## config.mk

```make
export PLATFORM = sky130hd
export DESIGN_NAME = owner_locked_lifo_stack
export DESIGN_NICKNAME = d
export VERILOG_FILES = /design/src/rtl/olls_pkg.sv /design/src/rtl/olls_cell.sv /design/src/rtl/olls_ctrl.sv /design/src/rtl/owner_locked_lifo_stack.sv
export VERILOG_INCLUDE_DIRS = /design/src /design/src/rtl
export SDC_FILE = /design/constraint.sdc
export NUM_CORES = 2
export LEC_CHECK = 0
export BUFFER_PORTS_ARGS = -buffer_cell sky130_fd_sc_hd__buf_4
export CORE_MARGIN = 2
export CORE_UTILIZATION = 50
export CTS_BUF_LIST = sky130_fd_sc_hd__clkbuf_4 sky130_fd_sc_hd__clkbuf_8 sky130_fd_sc_hd__clkbuf_16
export CTS_CLUSTER_DIAMETER = 120
export CTS_CLUSTER_SIZE = 16
export DETAILED_ROUTE_END_ITERATION = 10
export PLACE_DENSITY = 0.76
export SYNTH_ARGS = -nofsm -noshare
export SYNTH_HDL_FRONTEND = slang
export SYNTH_SLANG_ARGS = --single-unit
```

## constraint.sdc

```tcl
create_clock -name clk -period 68 [get_ports clk]
set_clock_uncertainty 0.1 [all_clocks]
set_input_delay 13.6 -clock clk [delete_from_list [all_inputs] [get_ports clk]]
set_output_delay 13.6 -clock clk [all_outputs]
set_load 0.03 [all_outputs]
```

## src/rtl/owner_locked_lifo_stack_macros.svh

```systemverilog
// assertion macros for the owner-locked lifo stack
// expects clk and rst_n in the scope of the module that uses them
`ifndef OWNER_LOCKED_LIFO_STACK_MACROS_SVH
`define OWNER_LOCKED_LIFO_STACK_MACROS_SVH

// same-cycle implication, disabled during reset
`define OLLS_ASSERT_NOW(label, ante, cons) \
    label: assert property (@(posedge clk) disable iff (!rst_n) (ante) |-> (cons)) \
        else $error("owner_locked_lifo_stack: check failed");

// next-cycle implication, disabled during reset
`define OLLS_ASSERT_NEXT(label, ante, cons) \
    label: assert property (@(posedge clk) disable iff (!rst_n) (ante) |=> (cons)) \
        else $error("owner_locked_lifo_stack: check failed");

`endif

```

## src/rtl/olls_pkg.sv

```systemverilog
// shared types, codes and defaults for the owner-locked lifo stack
// no dependencies
`default_nettype none

package olls_pkg;

    localparam int DEPTH_DEF     = 64;
    localparam int REQ_COUNT_DEF = 16;

    localparam int CMD_W    = 2;
    localparam int ID_W     = 4;
    localparam int DATA_W   = 32;
    localparam int STATUS_W = 3;

    // request commands
    localparam logic [CMD_W-1:0] CMD_PUSH   = 2'd0;
    localparam logic [CMD_W-1:0] CMD_POP    = 2'd1;
    localparam logic [CMD_W-1:0] CMD_LOCK   = 2'd2;
    localparam logic [CMD_W-1:0] CMD_UNLOCK = 2'd3;

    // result status codes
    localparam logic [STATUS_W-1:0] ST_OK         = 3'd0;
    localparam logic [STATUS_W-1:0] ST_LOCKED     = 3'd1;
    localparam logic [STATUS_W-1:0] ST_EMPTY      = 3'd2;
    localparam logic [STATUS_W-1:0] ST_NOT_OWNER  = 3'd3;
    localparam logic [STATUS_W-1:0] ST_NOT_LOCKED = 3'd4;
    localparam logic [STATUS_W-1:0] ST_FULL       = 3'd5;

    // shift command for the cell chain
    typedef struct packed {
        logic push;
        logic pop;
    } shift_t;

endpackage

`default_nettype wire

```

## src/rtl/olls_cell.sv

```systemverilog
// one entry of the shifting stack chain
// depends on olls_pkg
`default_nettype none

module olls_cell (
    input  wire logic                         clk,
    input  wire olls_pkg::shift_t             shift,
    input  wire logic [olls_pkg::DATA_W-1:0]  from_above,
    input  wire logic [olls_pkg::DATA_W-1:0]  from_below,
    output logic      [olls_pkg::DATA_W-1:0]  q
);

    logic [olls_pkg::DATA_W-1:0] data_reg;
    logic [olls_pkg::DATA_W-1:0] data_next;

    // push moves entries away from the top, pop moves them toward it
    always_comb
    begin
        data_next = data_reg;
        if (shift.push)
        begin
            data_next = from_above;
        end
        else if (shift.pop)
        begin
            data_next = from_below;
        end
    end

    always_ff @(posedge clk)
    begin
        data_reg <= data_next;
    end

    assign q = data_reg;

endmodule

`default_nettype wire

```

## src/rtl/olls_ctrl.sv

```systemverilog
// lock, fill count and status decision for the owner-locked lifo stack
// depends on olls_pkg and owner_locked_lifo_stack_macros.svh
`default_nettype none

`include "owner_locked_lifo_stack_macros.svh"

module olls_ctrl #(
    parameter int STACK_DEPTH     = olls_pkg::DEPTH_DEF,
    parameter int REQUESTER_COUNT = olls_pkg::REQ_COUNT_DEF,
    localparam int CNT_W          = $clog2(STACK_DEPTH + 1)
) (
    input  wire logic                            clk,
    input  wire logic                            rst_n,
    input  wire logic                            accept,
    input  wire logic [olls_pkg::CMD_W-1:0]      cmd,
    input  wire logic [olls_pkg::ID_W-1:0]       requester,
    output olls_pkg::shift_t                     shift,
    output logic      [olls_pkg::STATUS_W-1:0]   status,
    output logic      [CNT_W-1:0]                position
);

    localparam int ID_COUNT = 2 ** olls_pkg::ID_W;

    logic                        lock_held_reg;
    logic                        lock_held_next;
    logic [olls_pkg::ID_W-1:0]   lock_owner_reg;
    logic [olls_pkg::ID_W-1:0]   lock_owner_next;
    logic [CNT_W-1:0]            fill_count_reg;
    logic [CNT_W-1:0]            fill_count_next;

    logic [olls_pkg::ID_W-1:0]   id_map [ID_COUNT];
    logic [olls_pkg::ID_W-1:0]   who;
    logic                        blocked;
    logic                        full;
    logic                        empty;

    // id reduction table, folded at elaboration
    for (genvar i = 0; i < ID_COUNT; i++)
    begin : g_id_map
        assign id_map[i] = olls_pkg::ID_W'(i % REQUESTER_COUNT);
    end

    assign who     = id_map[requester];
    assign blocked = lock_held_reg && (lock_owner_reg != who);
    assign full    = (fill_count_reg == CNT_W'(STACK_DEPTH));
    assign empty   = (fill_count_reg == '0);

    always_comb
    begin
        status          = olls_pkg::ST_OK;
        position        = '0;
        shift           = '0;
        lock_held_next  = lock_held_reg;
        lock_owner_next = lock_owner_reg;
        fill_count_next = fill_count_reg;
        unique case (cmd)
            olls_pkg::CMD_PUSH:
            begin
                if (blocked)
                begin
                    status = olls_pkg::ST_LOCKED;
                end
                else if (full)
                begin
                    status = olls_pkg::ST_FULL;
                end
                else
                begin
                    position        = fill_count_reg;
                    shift.push      = 1'b1;
                    fill_count_next = fill_count_reg + 1'b1;
                end
            end
            olls_pkg::CMD_POP:
            begin
                if (empty)
                begin
                    status = olls_pkg::ST_EMPTY;
                end
                else if (blocked)
                begin
                    status = olls_pkg::ST_LOCKED;
                end
                else
                begin
                    position        = fill_count_reg - 1'b1;
                    shift.pop       = 1'b1;
                    fill_count_next = fill_count_reg - 1'b1;
                end
            end
            olls_pkg::CMD_LOCK:
            begin
                if (lock_held_reg)
                begin
                    status = olls_pkg::ST_LOCKED;
                end
                else
                begin
                    lock_held_next  = 1'b1;
                    lock_owner_next = who;
                end
            end
            olls_pkg::CMD_UNLOCK:
            begin
                if (!lock_held_reg)
                begin
                    status = olls_pkg::ST_NOT_LOCKED;
                end
                else if (lock_owner_reg != who)
                begin
                    status = olls_pkg::ST_NOT_OWNER;
                end
                else
                begin
                    lock_held_next  = 1'b0;
                    lock_owner_next = '0;
                end
            end
            default:
            begin
                status = olls_pkg::ST_OK;
            end
        endcase
        if (!accept)
        begin
            shift = '0;
        end
    end

    always_ff @(posedge clk or negedge rst_n)
    begin
        if (!rst_n)
        begin
            lock_held_reg  <= 1'b0;
            lock_owner_reg <= '0;
            fill_count_reg <= '0;
        end
        else if (accept)
        begin
            lock_held_reg  <= lock_held_next;
            lock_owner_reg <= lock_owner_next;
            fill_count_reg <= fill_count_next;
        end
    end

    `OLLS_ASSERT_NOW(a_fill_bound, 1'b1, fill_count_reg <= CNT_W'(STACK_DEPTH))
    `OLLS_ASSERT_NOW(a_free_owner_zero, !lock_held_reg, lock_owner_reg == '0)
    `OLLS_ASSERT_NEXT(a_push_grows, accept && shift.push,
        fill_count_reg == CNT_W'($past(fill_count_reg) + 1'b1))
    `OLLS_ASSERT_NEXT(a_refused_holds, accept && (status != olls_pkg::ST_OK),
        $stable(fill_count_reg) && $stable(lock_held_reg) && $stable(lock_owner_reg))

endmodule

`default_nettype wire

```

## src/rtl/owner_locked_lifo_stack.sv

```systemverilog
// owner-locked lifo stack top level: a chain of shifting cells with the top entry in cell 0
// result: registered, valid in the cycle after request acceptance, held until taken
// throughput: one request per cycle while results are taken; a new request is taken while the result drains
// reset: asynchronous active low, clears lock, owner, fill count and result valid
// depends on olls_pkg, olls_cell and olls_ctrl; cell contents are not reset
`default_nettype none

module owner_locked_lifo_stack #(
    parameter int STACK_DEPTH     = olls_pkg::DEPTH_DEF,
    parameter int REQUESTER_COUNT = olls_pkg::REQ_COUNT_DEF,
    localparam int CNT_W          = $clog2(STACK_DEPTH + 1)
) (
    input  wire logic                                clk,
    input  wire logic                                rst_n,
    // request channel
    input  wire logic                                in_valid,
    output logic                                     in_ready,
    input  wire logic        [olls_pkg::CMD_W-1:0]   cmd,
    input  wire logic        [olls_pkg::ID_W-1:0]    requester,
    input  wire logic signed [olls_pkg::DATA_W-1:0]  push_value,
    // result channel
    output logic                                     out_valid,
    input  wire logic                                out_ready,
    output logic             [olls_pkg::STATUS_W-1:0] status,
    output logic signed      [olls_pkg::DATA_W-1:0]  pop_value,
    output logic             [CNT_W-1:0]             position
);

    logic                           accept;
    olls_pkg::shift_t               shift;
    logic [olls_pkg::STATUS_W-1:0]  status_next;
    logic [CNT_W-1:0]               position_next;
    logic [olls_pkg::DATA_W-1:0]    pop_value_next;

    // cell outputs, cell 0 is the top of stack
    logic [olls_pkg::DATA_W-1:0]    cell_q [STACK_DEPTH];

    // result register
    logic                           out_valid_reg;
    logic                           out_valid_next;
    logic [olls_pkg::STATUS_W-1:0]  status_reg;
    logic [olls_pkg::DATA_W-1:0]    pop_value_reg;
    logic [CNT_W-1:0]               position_reg;

    // a new request enters whenever the result register is empty or draining
    assign in_ready = !out_valid_reg || out_ready;
    assign accept   = in_valid && in_ready;

    // lock, owner and fill count bookkeeping plus the status decision
    olls_ctrl #(
        .STACK_DEPTH     (STACK_DEPTH),
        .REQUESTER_COUNT (REQUESTER_COUNT)
    ) u_ctrl (
        .clk       (clk),
        .rst_n     (rst_n),
        .accept    (accept),
        .cmd       (cmd),
        .requester (requester),
        .shift     (shift),
        .status    (status_next),
        .position  (position_next)
    );

    // the chain: push shifts every entry one cell deeper and loads cell 0,
    // pop shifts every entry one cell up so the next value lands in cell 0
    for (genvar i = 0; i < STACK_DEPTH; i++)
    begin : g_cell
        logic [olls_pkg::DATA_W-1:0] above;
        logic [olls_pkg::DATA_W-1:0] below;

        if (i == 0)
        begin : g_head
            assign above = push_value;
        end
        else
        begin : g_body
            assign above = cell_q[i-1];
        end

        if (i == STACK_DEPTH - 1)
        begin : g_tail
            assign below = '0;
        end
        else
        begin : g_inner
            assign below = cell_q[i+1];
        end

        olls_cell u_cell (
            .clk        (clk),
            .shift      (shift),
            .from_above (above),
            .from_below (below),
            .q          (cell_q[i])
        );
    end

    // the popped value is the current top, zero for everything else
    assign pop_value_next = shift.pop ? cell_q[0] : '0;

    always_comb
    begin
        out_valid_next = out_valid_reg;
        if (accept)
        begin
            out_valid_next = 1'b1;
        end
        else if (out_ready)
        begin
            out_valid_next = 1'b0;
        end
    end

    always_ff @(posedge clk or negedge rst_n)
    begin
        if (!rst_n)
        begin
            out_valid_reg <= 1'b0;
        end
        else
        begin
            out_valid_reg <= out_valid_next;
        end
    end

    // result payload, loaded only with an accepted request
    always_ff @(posedge clk)
    begin
        if (accept)
        begin
            status_reg    <= status_next;
            pop_value_reg <= pop_value_next;
            position_reg  <= position_next;
        end
    end

    assign out_valid = out_valid_reg;
    assign status    = status_reg;
    assign pop_value = pop_value_reg;
    assign position  = position_reg;

endmodule

`default_nettype wire

```

==> flow_summary_export.csv <==
group,metric,value,unit
synthesis,yosys_register_bits,2103,
synthesis,synthDistinctLibCells,40,
detailed_routing,routed_wl,116000,µm
synthesis,asyncSetResetFlopFracSynth,0.618,%
placed_design,place_congestion,0.723,
detailed_routing,post_drt_via_cell_ratio,5.37,
setup_path,worst_ep_arrival_time,14.06,ns
global_route,antenna_found_initial,2,
sta,final_min_period_over_clock_period,40.8,%
power_and_ir_drop,design_power_total,2520,µW
detailed_routing,routed_wire_length_per_instance,16.8,µm
clock_tree,cts-root-buf,"sky130_fd_sc_hd__clkbuf_16",
final_layout,multiInputGateArea,23800,µm²
sta,timing.fmax,0.0360,GHz
clock_tree,clkLatencyLatePin,0.77,ns
setup_path,cpLargestDelayFamily,"buffers and inverters",
clock_tree,postCtsHoldBufs,0,
power_and_ir_drop,powerDensity,26.5,nW/µm²
floorplan,boundaryPins,86,
floorplan,die_w,425,µm
setup_path,critical_path_cell_list,"buf_4 -> nand2b_1 -> buf_4",
global_route,grt_max_degree,225,
final_layout,num-nets-final,4615,
setup_path,crit_path_top_delay_cell,"sky130_fd_sc_hd__buf_4",
sta,grt_setup_unrepaired,"false",
synthesis,postSynthNetCount,4576,
sta,tightest_slew,1.23,ns
sta,timing.final.crit_period,27.76,ns
floorplan,fp.dieArea,181000,µm²
setup_path,timing.critical_path.required,54.30,ns
sta,maxSlewHeadroom,17.9,%
detailed_routing,postRouteAntennaNets,0,
final_layout,fillers,13200,
setup_path,timing.critical_path.from,"out_ready",
synthesis,synth.top_cells.by_area,"sky130_fd_sc_hd__edfxtp_1, sky130_fd_sc_hd__mux2_2, sky130_fd_sc_hd__mux2_1",
synthesis,synth_warnings,0,
synthesis,synth_largest_area_cell,"sky130_fd_sc_hd__edfxtp_1",
power_and_ir_drop,static-leakage-power,0.0298,µW
detailed_routing,drtIter0Drc,3565,
clock_tree,post_cts.resized_instances,0,
detailed_routing,post-route-drc-count,0,
floorplan,core_region_area,176000,µm²
global_route,wire_length_of_the_first_global_routing_pass,193000,µm
sta,final_max_slew_viol_count,0,
synthesis,ys_seq_area_share,71.1,%
setup_path,crit_path_max_incr_delay,0.18,ns
clock_tree,post_cts.repair.setup_buffers,0,
flow_run,max_capacitance_violation_count,0,
global_route,overflow,0,
synthesis,synth_enable_flop_cells,2090,
synthesis,ys_dominant_reg_cell,"sky130_fd_sc_hd__edfxtp_1",
clock_tree,cts_tree,"yes",
hold_path,hold_path_class,"reg2reg",
detailed_routing,vias,37300,
sta,setup_tns,0,ns
final_layout,drive_above_1_share,29.1,%
final_layout,largest_register_ff_count,2048,
global_route,grtUsageTotal,12.6,%
outcome,outcome,"completed",
placed_design,hpwl_after_dpl,66900,µm
setup_path,setup.worst_path.class,"in2out",
floorplan,num_rows,154,
final_layout,area_delta_synth_final,7.01,%
sta,setup_viol,0,
clock_tree,tritoncts_num_sinks,2103,
setup_path,worst_r2r_startpoint,"out_valid",
clock_tree,h-tree-depth,4,
synthesis,syn_inst,4531,
setup_path,cp-start-kind,"primary input",
setup_path,highest_fanout_seen_on_the_critical_path,3,
global_route,vias_in_the_first_global_route,37800,
setup_path,critPathMostFrequentCell,"sky130_fd_sc_hd__buf_4",
synthesis,avgSynthCellArea,19.6,µm²
clock_tree,cts-buffers-inserted,149,
floorplan,start_util,50.3,%
setup_path,critPathCaptureType,"output port",
final_layout,register_area,63100,µm²
placed_design,port_buffers,85,
synthesis,synth_top_area_share,70.7,%
detailed_routing,drt_first_pass_iters,6,
sta,fin_hold_viols,0,
synthesis,netlist_area,88700,µm²
clock_tree,clk_transition_reported_paths,0.07,ns
floorplan,die_y,425,µm
power_and_ir_drop,ir_worst_vdd,0.0000286,V
setup_path,timing.critical_path.buf_inv,2,
clock_tree,clk_path_buf_depth,3,
hold_path,timing.hold.worst.start,"g_cell[40].u_cell.q[11]",
## path summary, 6_finish.rpt
| kind | to | slack, ns | depth (start not counted) |
|---|---|---|---|
| setup / recovery | in_ready | 40.24 | 3 |
| hold / removal | g_cell[39].u_cell.q[11] | 0.44 | 1 |
| setup reg to reg | g_cell[59].u_cell.q[15] | 58.88 | 12 |
| hold reg to reg | g_cell[39].u_cell.q[11] | 0.44 | 1 |
| max in group asynchronous | u_ctrl.fill_count_reg[6] | 55.06 | 1 |
| min in group asynchronous | u_ctrl.fill_count_reg[4] | 12.56 | 1 |
## layout make-up
type	instances	share of cell area, %
inverter	10	0.0474
clock buffer	171	4.17
antenna	2	0.00527
sequential	2103	66.4
timing repair buffer	129	1.09
multi-input combinational	2177	25.0
tap	2340	3.08
clock inverter	10	0.145
## kinds of logic after synthesis
family                   count (synthesis)  synth area share [%]
flip-flops                            2103                  71.1
multiplexers                          2023                  25.7
buffers and inverters                  251                  2.14
AND/OR/NAND/NOR                        110                 0.737
AO/OA/AOI/OAI                           30                 0.217
XOR/XNOR                                11                 0.109
adder cells (fa/ha/maj)                  3                0.0423
## power by group
group	internal (µW)	switching, µW
Combinational	70.4	83.6
Clock	412	405
Sequential	1510	32.3
Total	2000	521
## Yosys cell counts, drive strengths merged (2+ instances only)
| cell type | instances |
|---|---|
| a32oi | 2 |
| mux2 | 2017 |
| nand2 | 4 |
| and2 | 66 |
| a31oi | 3 |
| o22ai | 6 |
| nor3 | 2 |
| or3 | 3 |
| dfrtp | 13 |
| nand2b | 3 |
| clkbuf | 15 |
| xor2 | 6 |
| a21oi | 5 |
| ha | 3 |
| buf | 226 |
| nor2 | 11 |
| nand3 | 8 |
| xnor2 | 5 |
| edfxtp | 2090 |
| o21ai | 8 |
| or2 | 3 |
| nand4 | 2 |
| mux2i | 6 |
| inv | 10 |
| nor4 | 3 |
## per-layer routing
layer / up-vias / wire (µm) / GRT usage (%) / part of all wire (%)
li1: 17900 / - / - / -
met1: 18900 / 56600 / 18.1 / 49
met2: 395 / 53900 / 19.7 / 46
met3: 158 / 3680 / 2.27 / 3.2
met4: 0 / 2240 / 3.44 / 1.9
met5: - / 0 / 0 / 0
## cells in the final DEF, fill, tap and decap left out, drive strengths merged, types with 2 or more instances in the layout
cell type,netlist,layout
and2,66,66
nand3,8,8
nand2,4,4
buf,226,129
clkbuf,15,171
nor3,2,2
a31oi,3,3
nand4,2,2
clkinv,0,5
xor2,6,6
mux2i,6,6
edfxtp,2090,2090
nor2,11,11
nor4,3,3
inv,10,14
o21ai,8,8
or3,3,3
a32oi,2,2
a21oi,5,5
o22ai,6,6
dfrtp,13,13
mux2,2017,2017
nand2b,3,3
diode,0,2
or2,3,3
ha,3,3
xnor2,5,5
## through the flow
stage | setup WS, ns | hold WS, ns | std cells | instance area (µm²) | util, %
6_report | 40.24 | 0.444 | 6942 | 95000 | 53.9
3_3_place_gp | 40.25 | 0.419 | 6759 | 90900 | 51.5
5_1_grt | 40.22 | 0.467 | 6941 | 95000 | 53.9
4_1_cts | 40.24 | 0.445 | 6940 | 95000 | 53.9
2_1_floorplan | 10.03 | 0.388 | 4531 | 88700 | -
3_5_place_dp | 40.24 | 0.432 | 6759 | 90900 | 51.5
(Power assumes the default switching activity.)
